### src/design/nusf_pkg.sv
`timescale 1ns / 1ps

package nusf_pkg;

    // Widths of the stream payload and of the configuration port.
    localparam int BYTE_W   = 8;
    localparam int WORD_W   = 16;
    localparam int CFG_W    = 13;
    localparam int APB_AW   = 3;
    localparam int APB_DW   = 32;
    localparam int FLAGS_W  = 3;

    typedef logic [BYTE_W-1:0] t_byte;
    typedef logic [WORD_W-1:0] t_word;
    typedef logic [1:0]        t_status;
    typedef logic [FLAGS_W-1:0] t_flags;

    // Status codes reported on the last byte of a record.
    localparam t_status STATUS_OK       = 2'd0;
    localparam t_status STATUS_MISMATCH = 2'd1;
    localparam t_status STATUS_BAD_HDR  = 2'd2;
    localparam t_status STATUS_UNSEEN   = 2'd3;

    // Bit positions in the per-record error flags.
    localparam int FLAG_MISMATCH = 0;
    localparam int FLAG_BAD_HDR  = 1;
    localparam int FLAG_UNSEEN   = 2;

    // Register index decoded from paddr.
    localparam logic REG_RECORD_SIZE = 1'b0;

    // Header layout of a record.
    localparam int HDR_OFFSET_LO = 4;
    localparam int HDR_OFFSET_HI = 5;
    localparam int HDR_COUNT_LO  = 6;
    localparam int HDR_COUNT_HI  = 7;
    localparam int HDR_BYTES     = 8;

    localparam logic [CFG_W-1:0] RECORD_SIZE_RESET = 13'd1024;
    localparam int MIN_RECORD_BYTES = 2;

endpackage

### src/design/nusf_in_if.sv
`timescale 1ns / 1ps

// Input byte channel.
interface nusf_in_if;
    logic           valid;
    logic           ready;
    nusf_pkg::t_byte data_byte;

    modport source (output valid, output data_byte, input ready);
    modport sink   (input valid, input data_byte, output ready);
endinterface

### src/design/nusf_out_if.sv
`timescale 1ns / 1ps

// Result byte channel.
interface nusf_out_if;
    logic              valid;
    logic              ready;
    nusf_pkg::t_byte   out_byte;
    logic              record_end;
    nusf_pkg::t_status status;

    modport source (output valid, output out_byte, output record_end, output status,
                    input ready);
    modport sink   (input valid, input out_byte, input record_end, input status,
                    output ready);
endinterface

### src/design/ntfs_update_sequence_fixup_core.sv
`timescale 1ns / 1ps

// Undoes the NTFS update sequence fixup on a record streamed one byte per
// transaction. While the output register is empty or being drained, one byte
// is accepted per cycle and its fixed-up copy is written into that register;
// the input stalls while the register holds a byte the receiver has not taken.
// The record length comes from the record_size register (clamped to
// 2..MAX_RECORD_BYTES) and must only be written between records. Header bytes
// 4..7 give the fixup array offset and entry count; the last two bytes of every
// full SECTOR_BYTES sector that has an array entry are replaced by the saved
// array word; status (0 ok, 1 tail mismatch, 2 bad header, 3 fixup word not
// yet seen) is valid on the byte that carries record_end and is zero elsewhere.
module ntfs_update_sequence_fixup_core #(
    parameter int MAX_RECORD_BYTES = 4096,
    parameter int SECTOR_BYTES     = 512
) (
    input  logic                          i_clk,
    input  logic                          i_rst_n,
    nusf_in_if.sink                       i_data,
    nusf_out_if.source                    o_result,
    input  logic                          psel,
    input  logic                          penable,
    input  logic                          pwrite,
    input  logic [nusf_pkg::APB_AW-1:0]   paddr,
    input  logic [nusf_pkg::APB_DW-1:0]   pwdata,
    output logic [nusf_pkg::APB_DW-1:0]   prdata,
    output logic                          pready
);

    localparam int PW         = $clog2(MAX_RECORD_BYTES);
    localparam int SW_RAW     = $clog2(MAX_RECORD_BYTES + 1);
    localparam int SW         = (SW_RAW > nusf_pkg::CFG_W) ? SW_RAW : nusf_pkg::CFG_W;
    localparam int CW         = ((SW > nusf_pkg::WORD_W) ? SW : nusf_pkg::WORD_W) + 2;
    localparam int SPW        = $clog2(SECTOR_BYTES);
    localparam int WORD_SLOTS = MAX_RECORD_BYTES / SECTOR_BYTES + 1;
    localparam int DATA_SLOTS = (WORD_SLOTS > 1) ? WORD_SLOTS - 1 : 1;
    localparam int SIW        = (WORD_SLOTS > 1) ? $clog2(WORD_SLOTS) : 1;
    localparam int DIW        = (DATA_SLOTS > 1) ? $clog2(DATA_SLOTS) : 1;

    // Configuration register.
    logic [nusf_pkg::CFG_W-1:0] r_record_size;

    // Per-record state.
    logic [PW-1:0]            r_pos,       n_pos;
    logic [SPW-1:0]           r_sec_pos,   n_sec_pos;
    logic [SIW-1:0]           r_sec_idx,   n_sec_idx;
    nusf_pkg::t_word          r_offset,    n_offset;
    nusf_pkg::t_word          r_count,     n_count;
    nusf_pkg::t_byte          r_hdr_lo,    n_hdr_lo;
    nusf_pkg::t_byte          r_held,      n_held;
    nusf_pkg::t_flags         r_flags,     n_flags;

    // Fixup array: the check word and one word per sector.
    nusf_pkg::t_word          r_check;
    nusf_pkg::t_word          r_words [DATA_SLOTS];

    // Output register.
    logic                     r_out_valid;
    nusf_pkg::t_byte          r_out_byte,  n_out_byte;
    logic                     r_out_end,   n_out_end;
    nusf_pkg::t_status        r_out_status, n_out_status;

    logic                     accept;
    logic                     cfg_wr;
    nusf_pkg::t_byte          in_byte;
    logic [SW-1:0]            cfg_ext;
    logic [SW-1:0]            size_used;
    logic [CW-1:0]            pos_w;
    logic [CW-1:0]            offset_w;
    logic [CW-1:0]            count_w;
    logic [CW-1:0]            size_w;
    logic [CW-1:0]            arr_dist;
    logic [CW-1:0]            word_k;
    logic [CW-1:0]            sec_start;
    logic [CW-1:0]            first_tail;
    logic [CW-1:0]            slot_w;
    nusf_pkg::t_word          hdr_word;
    nusf_pkg::t_word          tail_word;
    logic [DIW-1:0]           wr_idx;
    logic [DIW-1:0]           rd_idx;
    logic                     active;
    logic                     wr_check_lo, wr_check_hi;
    logic                     wr_data_lo,  wr_data_hi;
    logic                     in_tail, tail_fixed, tail_ready, rec_end;

    assign accept         = i_data.valid && i_data.ready;
    assign i_data.ready   = !r_out_valid || o_result.ready;
    assign in_byte        = i_data.data_byte;

    assign o_result.valid      = r_out_valid;
    assign o_result.out_byte   = r_out_byte;
    assign o_result.record_end = r_out_end;
    assign o_result.status     = r_out_status;

    // APB register access; writes complete in the access phase.
    assign pready = 1'b1;
    assign cfg_wr = psel && penable && pwrite
                    && (paddr[nusf_pkg::APB_AW-1] == nusf_pkg::REG_RECORD_SIZE);
    assign prdata = (paddr[nusf_pkg::APB_AW-1] == nusf_pkg::REG_RECORD_SIZE)
                    ? nusf_pkg::APB_DW'(r_record_size) : '0;

    // Clamp the configured record size to the supported range.
    always_comb begin
        cfg_ext = SW'(r_record_size);
        if (cfg_ext < SW'(nusf_pkg::MIN_RECORD_BYTES)) begin
            size_used = SW'(nusf_pkg::MIN_RECORD_BYTES);
        end else if (cfg_ext > SW'(MAX_RECORD_BYTES)) begin
            size_used = SW'(MAX_RECORD_BYTES);
        end else begin
            size_used = cfg_ext;
        end
    end

    // Position arithmetic in one common width, and the array word lookups.
    always_comb begin
        pos_w      = CW'(r_pos);
        offset_w   = CW'(r_offset);
        count_w    = CW'(r_count);
        size_w     = CW'(size_used);
        arr_dist   = pos_w - offset_w;
        word_k     = {1'b0, arr_dist[CW-1:1]};
        sec_start  = pos_w - CW'(r_sec_pos);
        first_tail = sec_start + CW'(SECTOR_BYTES - 2);
        slot_w     = CW'(r_sec_idx) + CW'(1);
        hdr_word   = {in_byte, r_hdr_lo};
        rd_idx     = r_sec_idx[DIW-1:0];
        tail_word  = r_words[rd_idx];
        wr_idx     = DIW'(word_k - CW'(1));
    end

    // Header parse, fixup word capture, tail replacement and end of record.
    always_comb begin
        n_pos        = r_pos;
        n_sec_pos    = r_sec_pos;
        n_sec_idx    = r_sec_idx;
        n_offset     = r_offset;
        n_count      = r_count;
        n_hdr_lo     = r_hdr_lo;
        n_held       = r_held;
        n_flags      = r_flags;
        n_out_byte   = in_byte;
        n_out_status = nusf_pkg::STATUS_OK;
        wr_check_lo  = 1'b0;
        wr_check_hi  = 1'b0;
        wr_data_lo   = 1'b0;
        wr_data_hi   = 1'b0;
        in_tail      = 1'b0;
        tail_fixed   = 1'b0;
        tail_ready   = 1'b0;

        // Header fields arrive low byte first.
        if (r_pos == PW'(nusf_pkg::HDR_OFFSET_LO) || r_pos == PW'(nusf_pkg::HDR_COUNT_LO)) begin
            n_hdr_lo = in_byte;
        end else if (r_pos == PW'(nusf_pkg::HDR_OFFSET_HI)) begin
            n_offset = hdr_word;
        end else if (r_pos == PW'(nusf_pkg::HDR_COUNT_HI)) begin
            n_count = hdr_word;
            if (offset_w < CW'(nusf_pkg::HDR_BYTES)
                    || offset_w + CW'(2) > size_w || hdr_word == '0) begin
                n_flags[nusf_pkg::FLAG_BAD_HDR] = 1'b1;
            end
        end

        active = (r_pos >= PW'(nusf_pkg::HDR_BYTES)) && !r_flags[nusf_pkg::FLAG_BAD_HDR];

        // Keep the fixup array words as they pass.
        if (active && pos_w >= offset_w && word_k < count_w
                && word_k < CW'(WORD_SLOTS)) begin
            if (word_k == '0) begin
                wr_check_lo = !arr_dist[0];
                wr_check_hi = arr_dist[0];
            end else begin
                wr_data_lo = !arr_dist[0];
                wr_data_hi = arr_dist[0];
            end
        end

        // Sector tails that lie inside the record and have an array entry.
        in_tail    = r_sec_pos >= SPW'(SECTOR_BYTES - 2);
        tail_fixed = active && in_tail
                     && (sec_start + CW'(SECTOR_BYTES) <= size_w)
                     && (slot_w < count_w);
        tail_ready = (r_count != '0) && (offset_w + CW'(1) < first_tail)
                     && (slot_w < CW'(WORD_SLOTS))
                     && (offset_w + (slot_w << 1) + CW'(1) < first_tail);
        if (tail_fixed) begin
            if (r_sec_pos == SPW'(SECTOR_BYTES - 2)) begin
                if (tail_ready) begin
                    n_held     = in_byte;
                    n_out_byte = tail_word[7:0];
                end else begin
                    n_flags[nusf_pkg::FLAG_UNSEEN] = 1'b1;
                end
            end else if (tail_ready) begin
                if ({in_byte, r_held} != r_check) begin
                    n_flags[nusf_pkg::FLAG_MISMATCH] = 1'b1;
                end
                n_out_byte = tail_word[15:8];
            end
        end

        // Record end: report status and start over.
        rec_end   = pos_w + CW'(1) >= size_w;
        n_out_end = rec_end;
        if (rec_end) begin
            if (r_pos < PW'(nusf_pkg::HDR_COUNT_HI)) begin
                n_flags[nusf_pkg::FLAG_BAD_HDR] = 1'b1;
            end
            if (n_flags[nusf_pkg::FLAG_BAD_HDR]) begin
                n_out_status = nusf_pkg::STATUS_BAD_HDR;
            end else if (n_flags[nusf_pkg::FLAG_UNSEEN]) begin
                n_out_status = nusf_pkg::STATUS_UNSEEN;
            end else if (n_flags[nusf_pkg::FLAG_MISMATCH]) begin
                n_out_status = nusf_pkg::STATUS_MISMATCH;
            end
            n_pos     = '0;
            n_sec_pos = '0;
            n_sec_idx = '0;
            n_offset  = '0;
            n_count   = '0;
            n_hdr_lo  = '0;
            n_held    = '0;
            n_flags   = '0;
        end else begin
            n_pos = r_pos + PW'(1);
            if (r_sec_pos == SPW'(SECTOR_BYTES - 1)) begin
                n_sec_pos = '0;
                n_sec_idx = r_sec_idx + SIW'(1);
            end else begin
                n_sec_pos = r_sec_pos + SPW'(1);
            end
        end
    end

    // Control state and configuration.
    always_ff @(posedge i_clk) begin
        if (!i_rst_n) begin
            r_record_size <= nusf_pkg::RECORD_SIZE_RESET;
            r_pos         <= '0;
            r_sec_pos     <= '0;
            r_sec_idx     <= '0;
            r_offset      <= '0;
            r_count       <= '0;
            r_hdr_lo      <= '0;
            r_held        <= '0;
            r_flags       <= '0;
            r_out_valid   <= 1'b0;
        end else begin
            if (cfg_wr) begin
                r_record_size <= pwdata[nusf_pkg::CFG_W-1:0];
            end
            if (accept) begin
                r_pos       <= n_pos;
                r_sec_pos   <= n_sec_pos;
                r_sec_idx   <= n_sec_idx;
                r_offset    <= n_offset;
                r_count     <= n_count;
                r_hdr_lo    <= n_hdr_lo;
                r_held      <= n_held;
                r_flags     <= n_flags;
                r_out_valid <= 1'b1;
            end else if (o_result.ready) begin
                r_out_valid <= 1'b0;
            end
        end
    end

    // Payload registers: result byte and fixup array.
    always_ff @(posedge i_clk) begin
        if (accept) begin
            r_out_byte   <= n_out_byte;
            r_out_end    <= n_out_end;
            r_out_status <= n_out_status;
            if (wr_check_lo) begin
                r_check[7:0] <= in_byte;
            end
            if (wr_check_hi) begin
                r_check[15:8] <= in_byte;
            end
            if (wr_data_lo) begin
                r_words[wr_idx][7:0] <= in_byte;
            end
            if (wr_data_hi) begin
                r_words[wr_idx][15:8] <= in_byte;
            end
        end
    end

`ifndef SYNTHESIS
    // A non-zero status only ever travels with the last byte of a record.
    a_status_on_end: assert property (@(posedge i_clk) disable iff (!i_rst_n)
        (r_out_valid && !r_out_end) |-> (r_out_status == nusf_pkg::STATUS_OK))
        else $error("status set on a byte that does not end the record");

    // The byte after a record end starts a fresh record.
    a_restart: assert property (@(posedge i_clk) disable iff (!i_rst_n)
        (accept && n_out_end) |=> (r_pos == '0 && r_sec_pos == '0 && r_flags == '0))
        else $error("record state not cleared after record end");

    // The input never stalls while the output register is free.
    a_no_bubble: assert property (@(posedge i_clk) disable iff (!i_rst_n)
        (!r_out_valid || o_result.ready) |-> i_data.ready)
        else $error("input stalled with a free output register");

    // The byte position advances on each accepted byte that does not end a record.
    a_sector_track: assert property (@(posedge i_clk) disable iff (!i_rst_n)
        (accept && !n_out_end) |=> (r_pos == $past(r_pos) + PW'(1)))
        else $error("byte position did not advance");
`endif

endmodule

### src/flat_wrapper.sv
// flat-port wrapper written by rule: the top's interface ports become plain ports
module ntfs_update_sequence_fixup_core_flat 
#(
    parameter int MAX_RECORD_BYTES = 4096,
    parameter int SECTOR_BYTES     = 512
)
  (i_clk, i_rst_n, psel, penable, pwrite, paddr, pwdata, prdata, pready, i_data_valid, i_data_data_byte, i_data_ready, o_result_valid, o_result_out_byte, o_result_record_end, o_result_status, o_result_ready);
  nusf_in_if i_data_i ();
  nusf_out_if o_result_i ();
  input  logic i_clk;
  input  logic i_rst_n;
  input  logic psel;
  input  logic penable;
  input  logic pwrite;
  input  logic [nusf_pkg::APB_AW-1:0] paddr;
  input  logic [nusf_pkg::APB_DW-1:0] pwdata;
  output logic [nusf_pkg::APB_DW-1:0] prdata;
  output logic pready;
  input wire logic [$bits(i_data_i.valid)-1:0] i_data_valid;
  input wire logic [$bits(i_data_i.data_byte)-1:0] i_data_data_byte;
  output wire logic [$bits(i_data_i.ready)-1:0] i_data_ready;
  output wire logic [$bits(o_result_i.valid)-1:0] o_result_valid;
  output wire logic [$bits(o_result_i.out_byte)-1:0] o_result_out_byte;
  output wire logic [$bits(o_result_i.record_end)-1:0] o_result_record_end;
  output wire logic [$bits(o_result_i.status)-1:0] o_result_status;
  input wire logic [$bits(o_result_i.ready)-1:0] o_result_ready;
  assign i_data_i.valid = i_data_valid;
  assign i_data_i.data_byte = i_data_data_byte;
  assign i_data_ready = i_data_i.ready;
  assign o_result_valid = o_result_i.valid;
  assign o_result_out_byte = o_result_i.out_byte;
  assign o_result_record_end = o_result_i.record_end;
  assign o_result_status = o_result_i.status;
  assign o_result_i.ready = o_result_ready;
  ntfs_update_sequence_fixup_core #(.MAX_RECORD_BYTES(MAX_RECORD_BYTES), .SECTOR_BYTES(SECTOR_BYTES)) u_core (.i_clk(i_clk), .i_rst_n(i_rst_n), .i_data(i_data_i), .o_result(o_result_i), .psel(psel), .penable(penable), .pwrite(pwrite), .paddr(paddr), .pwdata(pwdata), .prdata(prdata), .pready(pready));
endmodule
### config.mk
export PLATFORM = sky130hd
export DESIGN_NAME = ntfs_update_sequence_fixup_core_flat
export DESIGN_NICKNAME = d
export VERILOG_FILES = /design/src/design/nusf_pkg.sv /design/src/design/nusf_in_if.sv /design/src/design/nusf_out_if.sv /design/src/design/ntfs_update_sequence_fixup_core.sv /design/src/flat_wrapper.sv
export SDC_FILE = /design/constraint.sdc
export NUM_CORES = 1
export LEC_CHECK = 0
export ABC_CLOCK_PERIOD_IN_PS = 7900
export BUFFER_PORTS_ARGS = -buffer_cell sky130_fd_sc_hd__buf_4
export CAP_MARGIN = 20
export CORE_MARGIN = 5
export CORE_UTILIZATION = 60
export CTS_BUF_LIST = sky130_fd_sc_hd__clkbuf_8
export DETAILED_ROUTE_END_ITERATION = 10
export PLACE_DENSITY = 0.79
export SYNTH_ARGS = -nofsm -noshare
export SYNTH_HDL_FRONTEND = slang
export SYNTH_SLANG_ARGS = --single-unit
### constraint.sdc
create_clock -name i_clk -period 7.9 [get_ports i_clk]
set_input_delay 1.58 -clock i_clk [delete_from_list [all_inputs] [get_ports i_clk]]
set_output_delay 1.58 -clock i_clk [all_outputs]
set_load 0.01 [all_outputs]
==> reports/qor.txt, run 1 <==
Number of instances in the synthesized netlist = 1407
Final setup fails = 0
Final critical path time including I/O delays and setup = 7.15 ns
Resize count post-CTS = 0
EDFF count, synth = 155
Worst-Skew Late Latency = 0.58 ns
Clock-pin transition on the worst setup and hold timing paths = 0.08 ns
Die ar. = 27900 um^2
Maximum root-to-sink buffer count = 3
Setup repair after global routing missed its margin = false
Layout net count = 1645
Distinct cell type count after synthesis = 83
Clock network power share = 36.9%
Vias in the first global route = 11000
Core region area = 24300 um^2
Relative area change from synthesis to final layout = 9.52%
Clock sink count = 248
Number of search-and-repair iterations in the first detailed-routing pass = 6
Post-Synthesis Cell Area = 14800 um^2
Final clock period utilization by the worst path = 90.5%
Met1 layer wirelength in the final routing = 15700 um
Via count = 11200
Die outline height = 167 um
Wire length of the first global-routing pass = 58800 um
Delay of the slowest cell on the worst path = 0.68 ns
CTS H-Tree Depth = 2
GRT Total Usage = 26.2%
Arrival time worst endpoint = 7.42 ns
TritonCTS Buffers = 41
Top cells by count, synth = 155 x sky130_fd_sc_hd__edfxtp_1, 150 x sky130_fd_sc_hd__nand2_1, 128 x sky130_fd_sc_hd__ha_1, 108 x sky130_fd_sc_hd__a21oi_1, 93 x sky130_fd_sc_hd__dfxtp_1
Global route total overflow = 0
Synth async-reset ratio = 0%
Vias per Instance = 6.16
Prevailing post-synth register cell = sky130_fd_sc_hd__edfxtp_1
Number of diodes = 0
Summed area of non-filler cells in the final layout = 16200 um^2
Sort of element at the start of the critical path = register
RD Place Congestion = 0.978
Mean routed wirelength per cell = 20.5 um
Count of final hold-check violations = 0
Comb pwr share = 16.0%
Remaining antenna violation count after routing = 0
Power per cell area = 183 nW/um^2
VDD IR max = 0.175 mV
Sequential share of the synthesized area = 44.0%
Share of cells above drive strength 1 = 13.0%
Max Cap Viol = 0
Share of the synthesized area in the top cell type = 31.4%
Number of buffers inserted by hold repair at cts = 0
Synthesis Warnings = 0
DR top layer = met4
Post-synthesis average cell area = 10.5 um^2
Fraction of power spent switching nets = 27.9%
I/O pin count = 96
Rows = 57
Leading cell type by number of instances after synthesis = sky130_fd_sc_hd__edfxtp_1
Path class of the lowest-slack min-delay path = reg -> reg
Maximum net fanout on the critical path = 6
Library cell appearing most often on the critical path = sky130_fd_sc_hd__a21oi_1
Cell internal pwr = 0.00214 W
Placed Instance Area = 15400 um^2
Number of antenna violations at the first check in global routing = 0
Fillers = 1844
Total negative setup slack = 0 ns
Wire length after detailed routing = 37300 um
DRC errors left = 0
Worst Max-Slew Pin Slew = 0.995 ns
Slew HR = 33.7%
Routed met2 length = 17000 um
Biggest area consumer among synthesized cells = sky130_fd_sc_hd__edfxtp_1
Type of the setup path with the least slack = reg -> reg
Worst Skew = 0.0437 ns
Pin count of the biggest net entering global routing = 75
Effective utilization at floorplan = 60.9%
Cell at the slowest stage of the critical path = sky130_fd_sc_hd__nor3_1
Number of input and output port buffers inserted = 54
Flip-flop and latch count after synthesis = 248
Max Transition Viols Final = 0
Wire length on met3 = 3270 um
Standby leakage power = 6.15 nW
Req. time, crit path = 8.17 ns
Share of total power in sequential cells = 47.1%
Number of post-CTS setup repair buffers = 0
Root Buffer = sky130_fd_sc_hd__clkbuf_8
Switching power total = 0.000826 W
Width of the chip = 167 um
Crit end category = register
Count of routing violations after the opening detailed-route iteration = 1338
Status = complete, no violations
Post-detail-place hpwl = 27000 um
Main area contributors after synthesis = sky130_fd_sc_hd__edfxtp_1 31%, sky130_fd_sc_hd__dfxtp_1 13%, sky130_fd_sc_hd__ha_1 11%
Achievable frequency = 0.140 GHz
CTS tree = done
[routing by layer]
metal	global-route usage [%]	vias to the layer above
met5	0	-
met1	36.7	5343
met3	4.29	103
met2	41.5	553
li1	-	5215
met4	9.68	0
[worst paths after layout]
path / cells past startpoint / slack [ns] / startpoint / to
worst max-delay path: 28 / 0.75 / u_core.r_pos[0] / u_core.r_words[7][9]
worst min-delay path: 2 / 0.47 / u_core.r_flags[0] / u_core.r_flags[0]
worst max register to register: 28 / 0.75 / u_core.r_pos[0] / u_core.r_words[7][9]
worst min register to register: 2 / 0.47 / u_core.r_flags[0] / u_core.r_flags[0]
[layout make-up]
class,count,area (um^2),share of cell area [%]
Inverter,79,297,1.83
Clock buffer,45,619,3.82
Multi-Input combinational cell,1024,7660,47.2
Sequential cell,248,6520,40.2
Clock inverter,30,181,1.12
Timing Repair Buffer,70,534,3.29
Tap cell,324,405,2.50
[placed cells by master, fill, tap and decap left out, drive strengths merged, types with 30 or more instances in the layout]
cell	count
edfxtp	155
nand2	152
ha	128
a21oi	108
inv	100
dfxtp	93
nor2	92
buf	70
xnor2	63
o21ai	50
nand3	49
clkbuf	45
mux4	40
xor2	37
a21o	30
[power groups by stage]
stage / Combinational [W] / Sequential (W) / Clock, W
detailed placement: 0.000463 / 0.00142 / 0
floorplan: 0.000337 / 0.00142 / 0
global route: 0.000524 / 0.00140 / 0.00117
global placement: 0.000447 / 0.00142 / 0
CTS: 0.000469 / 0.00140 / 0.00111
finish: 0.000474 / 0.00140 / 0.00109
[sequential cells by signal (all words and copies together) (netlist names), named ones only]
name and flops:
u_core.o_result.valid 1, u_core.o_result.record_end 1, u_core.r_pos 12, u_core.o_result.out_byte 8
u_core.r_words 128, u_core.r_sec_pos 9, u_core.r_count 16, u_core.o_result.status 2
u_core.r_hdr_lo 8, u_core.r_sec_idx 4, u_core.r_offset 16, u_core.r_check 16
u_core.cfg_ext 13, u_core.r_flags 3, u_core.r_held 8
[stage by stage]
step	std cells	hold WS [ns]	util, %	setup WS [ns]	power [W]
final	1820	0.466	66.7	0.749	0.00296
after detailed placement	1744	0.463	63.4	0.846	0.00189
after global routing	1820	0.473	66.7	0.271	0.00309
after global placement	1741	0.439	63.2	1.09	0.00187
after CTS	1819	0.464	66.7	0.775	0.00297
after floorplan	1425	0.431	-	1.86	0.00176
[cell families (layout without fill, tap and decap cells)]
| logic type | after synthesis | after routing | share of synthesized area, % |
|---|---|---|---|
| simple gates | 452 | 452 | 14.9 |
| compound gates | 264 | 264 | 11.7 |
| flops | 248 | 248 | 44.0 |
| buf+inv | 153 | 224 | 4.77 |
| fa+ha+maj | 132 | 132 | 11.3 |
| xor+xnor | 100 | 100 | 6.09 |
| mux | 56 | 56 | 7.23 |
| other cells | 2 | 20 | 0.0507 |
[critical path, delay by kind of cell (launching register included)]
kind                     cells  cell delay, ns
flip-flops                   1            0.35
AO/OA/AOI/OAI               13            2.95
adder cells (fa/ha/maj)      3            0.91
buffers and inverters        4            0.71
AND/OR/NAND/NOR              7            1.80
XOR/XNOR                     1            0.15
Note: power is estimated with default switching activity, not from simulation.
==> inputs of run 2 (changes only) <==
- GPL_TIMING_DRIVEN: not set -> 0
==> reports/qor.txt, run 2 (synthesized netlist as in run 1, its figures left out) <==
Resize count post-CTS = 0 (unchanged)
Req. time, crit path = 8.19 ns (+0.02 ns)
Standby leakage power = 6.36 nW (+3.3%)
Die ar. = 27900 um^2 (unchanged)
Wire length after detailed routing = 39800 um (+6.5%)
Clock sink count = 248 (unchanged)
Arrival time worst endpoint = 7.69 ns (+0.27 ns)
Critical Path Start = u_core.r_pos[0]
Comb pwr share = 15.8% (-0.2 points)
Vias per Instance = 6.11 (-0.87%)
Inst Count DP = 1807 (+3.6%)
Via count = 11500 (+2.7%)
Fraction of power spent switching nets = 27.2% (-0.67 points)
Final critical path time including I/O delays and setup = 7.40 ns (+0.248 ns)
Status = complete, no violations
Total negative setup slack = 0 ns (unchanged)
Maximum root-to-sink buffer count = 3 (unchanged)
Cell count of the worst hold path = 2 (unchanged)
Post-detail-place hpwl = 29800 um (+10%)
Number of search-and-repair iterations in the first detailed-routing pass = 6 (unchanged)
Effective utilization at floorplan = 60.9% (unchanged)
Cell internal pwr = 0.00229 W (+7.4%)
Remaining antenna violation count after routing = 0 (unchanged)
Type of the setup path with the least slack = reg -> reg
Max Transition Viols Final = 0 (unchanged)
Crit end category = register
Mean routed wirelength per cell = 21.1 um (+2.8%)
Share of cells above drive strength 1 = 14.1% (+1.2 points)
DRC errors left = 0 (unchanged)
VDD IR max = 0.182 mV (+4.2%)
Switching power total = 0.000858 W (+3.8%)
Top library cells by usage in the layout, fill and taps aside = 155 x sky130_fd_sc_hd__edfxtp_1, 150 x sky130_fd_sc_hd__nand2_1, 128 x sky130_fd_sc_hd__ha_1
Clock network power share = 40.0% (+3.1 points)
Number of standard cells in the layout, taps in and fillers out = 1886 (+3.6%)
Final clock period utilization by the worst path = 93.7% (+3.1 points)
Cells on worst reg2reg path = 27 (-3.6%)
Worst-Skew Late Latency = 0.58 ns (about the same)
Number of post-CTS setup repair buffers = 0 (unchanged)
RD Place Congestion = 0.962 (-1.6%)
Sort of element at the start of the critical path = register
Reg2reg start = u_core.r_pos[0]
CTS H-Tree Depth = 2 (unchanged)
Vias in the first global route = 11300 (+2.4%)
Register containing the most flip-flops in the final layout = u_core.r_words
Delay of the slowest cell on the worst path = 0.63 ns (-0.05 ns)
Most common cell after layout, fill and taps aside = sky130_fd_sc_hd__edfxtp_1
TritonCTS Buffers = 42 (+2.4%)
Number of antenna violations at the first check in global routing = 0 (unchanged)
GRT Total Usage = 28.0% (+1.8 points)
Count of routing violations after the opening detailed-route iteration = 1404 (+4.9%)
Worst Max-Slew Pin Slew = 1.09 ns (+0.0929 ns)
I/O pin count = 96 (unchanged)
Root Buffer = sky130_fd_sc_hd__clkbuf_8
Global route total overflow = 0 (unchanged)
Core region area = 24300 um^2 (unchanged)
Number of diodes = 0 (unchanged)
Flip-flop count of the largest register after layout = 128 (unchanged)
Achievable frequency = 0.135 GHz (-3.4%)
Setup repair after global routing missed its margin = false
Library cell appearing most often on the critical path = sky130_fd_sc_hd__a21oi_1
Worst hold path startpoint = u_core.r_count[3]
Worst Skew = 0.0335 ns (-0.0102 ns)
Slew HR = 27.5% (-6.2 points)
Post-Route Utilization = 68.6% (+1.9 points)
Cell at the slowest stage of the critical path = sky130_fd_sc_hd__nor3_1
Final setup fails = 0 (unchanged)
Share of total power in sequential cells = 44.2% (-2.9 points)
Pin count of the biggest net entering global routing = 24 (-68%)
Clock-pin transition on the worst setup and hold timing paths = 0.07 ns (about the same)
Rows = 57 (unchanged)
Wire length of the first global-routing pass = 62000 um (+5.5%)
Width of the chip = 167 um (unchanged)
Layout net count = 1711 (+4.0%)
Count of final hold-check violations = 0 (unchanged)
Maximum net fanout on the critical path = 6 (unchanged)
Power per cell area = 189 nW/um^2 (+3.5%)
Max Cap Viol = 0 (unchanged)
Die outline height = 167 um (unchanged)
Number of input and output port buffers inserted = 54 (unchanged)
CTS tree = done
Path class of the lowest-slack min-delay path = reg -> reg
Relative area change from synthesis to final layout = 12.6%
Number of buffers inserted by hold repair at cts = 0 (unchanged)
-- run 2: worst paths after layout --
kind	to	slack (ns)
worst max-delay path	u_core.r_words[7][7]	0.50
worst min-delay path	u_core.r_count[3]	0.47
worst max register to register	u_core.r_words[7][7]	0.50
worst min register to register	u_core.r_count[3]	0.47
-- run 2: layer usage --
layer | track usage (%) | wire [um] | vias up
met2 | 45.6 | 18600 | 601
met3 | 5.85 | 3890 | 113
met5 | 0 | 0 | -
li1 | - | - | 5346
met4 | 12.3 | 1730 | 0
met1 | 36.4 | 15600 | 5460
-- run 2: per-stage QoR --
| step | setup slack (ns) | total power, W | cell area (um^2) | hold slack (ns) |
|---|---|---|---|---|
| after global placement | 0.402 | 0.00189 | 15700 | 0.441 |
| after global routing | 0.0785 | 0.00328 | 16700 | 0.496 |
| after detailed placement | 0.589 | 0.00190 | 15700 | 0.458 |
| final | 0.501 | 0.00315 | 16700 | 0.471 |
| after CTS | 0.598 | 0.00315 | 16600 | 0.466 |
| after floorplan | 1.86 | 0.00176 | 14900 | 0.431 |
-- run 2: power by group through the flow --
stage	registers (W)	logic, W	clock network (W)
finish	0.00139	0.000498	0.00126
global route	0.00139	0.000547	0.00134
CTS	0.00139	0.000488	0.00127
detailed placement	0.00142	0.000482	0
global placement	0.00142	0.000467	0
floorplan	0.00142	0.000337	0
-- run 2: area by class of cell --
type | instances | area (um^2)
well taps | 324 | 405
clock inverters | 30 | 299
inverters | 79 | 297
plain buffers | 74 | 410
multi-input cells | 1024 | 7650
fillers | 1765 | 7640
repair buffers | 61 | 463
clock buffers | 46 | 633
flip-flops and latches | 248 | 6520
-- run 2: critical path: cells and delay by family (launching register included) --
kind                     cells  cell delay, ns
AO/OA/AOI/OAI               13            2.99
AND/OR/NAND/NOR              7            2.13
adder cells (fa/ha/maj)      3            0.89
buffers and inverters        3            0.56
flip-flops                   1            0.38
XOR/XNOR                     1            0.15
==> inputs of run 3 (changes only) <==
- RECOVER_POWER: not set -> 25
==> reports/qor.txt, run 3 (synthesized netlist as in run 1, its figures left out) <==
Rows = 57 (unchanged)
Maximum root-to-sink buffer count = 3 (unchanged)
Type of the setup path with the least slack = reg -> reg
Count of routing violations after the opening detailed-route iteration = 1339 (-4.6%)
GRT Total Usage = 28.0% (unchanged)
Global route total overflow = 0 (unchanged)
Core region area = 24300 um^2 (unchanged)
Count of final hold-check violations = 0 (unchanged)
Number of buffers inserted by hold repair at cts = 0 (unchanged)
Worst Setup Slack post-DPL = 0.589 ns (unchanged)
Die outline height = 167 um (unchanged)
Slew HR = 11.8% (-16 points)
Remaining antenna violation count after routing = 0 (unchanged)
Number of input and output port buffers inserted = 54 (unchanged)
CTS tree = done
I/O pin count = 96 (unchanged)
Most common cell after layout, fill and taps aside = sky130_fd_sc_hd__edfxtp_1
Max Cap Viol = 0 (unchanged)
Fillers = 1774 (+0.51%)
Layout net count = 1711 (unchanged)
Mean routed wirelength per cell = 21.1 um (-0.14%)
Status = complete, no violations
Top library cells by usage in the layout, fill and taps aside = 155 x sky130_fd_sc_hd__edfxtp_1, 150 x sky130_fd_sc_hd__nand2_1, 128 x sky130_fd_sc_hd__ha_1
Number of diodes = 0 (unchanged)
Number of search-and-repair iterations in the first detailed-routing pass = 6 (unchanged)
Power per cell area = 189 nW/um^2 (+0.13%)
Max Transition Viols Final = 0 (unchanged)
Flip-flop count of the largest register after layout = 128 (unchanged)
Worst Skew = 0.0303 ns (-0.00321 ns)
Share of cells above drive strength 1 = 13.6% (-0.51 points)
Number of post-CTS setup repair buffers = 0 (unchanged)
Worst-Skew Late Latency = 0.58 ns (about the same)
Crit path max-delay family = compound AO/OA/AOI/OAI gates
Final setup fails = 0 (unchanged)
Total design power = 0.00315 W (about the same)
Delay of the slowest cell on the worst path = 0.78 ns (+0.15 ns)
Post-detail-place hpwl = 29800 um (unchanged)
Standby leakage power = 6.33 nW (-0.46%)
CTS H-Tree Depth = 2 (unchanged)
Vias per Instance = 6.12 (+0.21%)
RD Place Congestion = 0.962 (unchanged)
Root Buffer = sky130_fd_sc_hd__clkbuf_8
Vias in the first global route = 11300 (unchanged)
Register containing the most flip-flops in the final layout = u_core.r_words
TritonCTS Buffers = 42 (unchanged)
Width of the chip = 167 um (unchanged)
DRC errors left = 0 (unchanged)
Path class of the lowest-slack min-delay path = reg -> reg
Setup repair after global routing missed its margin = false
Die ar. = 27900 um^2 (unchanged)
Cell at the slowest stage of the critical path = sky130_fd_sc_hd__nor2_1
Worst slack on hold paths = 0.473 ns (+0.00216 ns)
Wire length of the first global-routing pass = 62000 um (unchanged)
Maximum net fanout on the critical path = 8 (+2)
Achievable frequency = 0.136 GHz (+0.27%)
Worst Max-Slew Pin Slew = 1.32 ns (+0.235 ns)
Crit end category = register
Final clock period utilization by the worst path = 93.4% (-0.25 points)
Arrival time worst endpoint = 7.56 ns (-0.13 ns)
Resize count post-CTS = 0 (unchanged)
Post-Route Utilization = 68.4% (-0.12 points)
Library cell appearing most often on the critical path = sky130_fd_sc_hd__a21oi_1
Relative area change from synthesis to final layout = 12.4%
Worst path setup slack after routing = 0.520 ns (+0.0198 ns)
Clock-pin transition on the worst setup and hold timing paths = 0.07 ns (about the same)
Req. time, crit path = 8.08 ns (-0.11 ns)
Final critical path time including I/O delays and setup = 7.38 ns (-0.0198 ns)
Pin count of the biggest net entering global routing = 24 (unchanged)
Number of antenna violations at the first check in global routing = 0 (unchanged)
VDD IR max = 0.182 mV (+0.20%)
Wire length after detailed routing = 39700 um (-0.14%)
Effective utilization at floorplan = 60.9% (unchanged)
Via count = 11500 (+0.21%)
Sort of element at the start of the critical path = register
Buf/Inv on CP = 2 (-1)
Total negative setup slack = 0 ns (unchanged)
Clock sink count = 248 (unchanged)
==> run 3: cell count changes in the layout (fill, tap and decap cells not counted), sizes merged <==
cell,before,now
clkbuf,94,102
buf,86,78
==> run 3: path summary, 6_finish.rpt <==
check	from	endpoint	slack, ns	cells after the start
worst max-delay path	u_core.r_pos[0]	u_core.r_words[2][4]	0.52	26
worst min-delay path	u_core.r_count[3]	u_core.r_count[3]	0.47	2
worst max register to register	u_core.r_pos[0]	u_core.r_words[2][4]	0.52	26
worst min register to register	u_core.r_count[3]	u_core.r_count[3]	0.47	2
==> run 3: layout make-up <==
type	instances	area [um^2]	area share, %
Sequential cell	248	6520	39.1
Clock inverter	30	299	1.80
Timing Repair Buffer	61	433	2.60
Multi-Input combinational cell	1024	7650	46.0
Buffer	74	410	2.47
Clock buffer	46	633	3.80
Inverter	79	297	1.78
Tap cell	324	405	2.44
==> run 3: tightest hold or removal path, stage by stage, from the launching register on <==
cell and delay, ns:
sky130_fd_sc_hd__dfxtp_1 0.32, sky130_fd_sc_hd__nand2_1 0.06, sky130_fd_sc_hd__a21oi_1 0.05
==> run 3: layer usage <==
metal / part of all wire, % / wire length, um / global-route usage [%]
met5: 0 / 0 / 0
met3: 9.5 / 3780 / 5.85
met4: 4.6 / 1830 / 12.3
met2: 46 / 18500 / 45.6
met1: 39 / 15600 / 36.4
==> run 3: per-stage QoR <==
step                instances  instance area [um^2]
detailed placement       1807                 15700
finish                   1886                 16600
global route             1886                 16600
floorplan                1425                 14900
CTS                      1883                 16600
global placement         1803                 15700
==> run 3: where the power goes <==
part | switching (W) | internal, W | leakage, nW
clock network | 0.000544 | 0.000715 | 0.523
logic | 0.000304 | 0.000192 | 3.65
registers | 0.00000923 | 0.00139 | 2.15
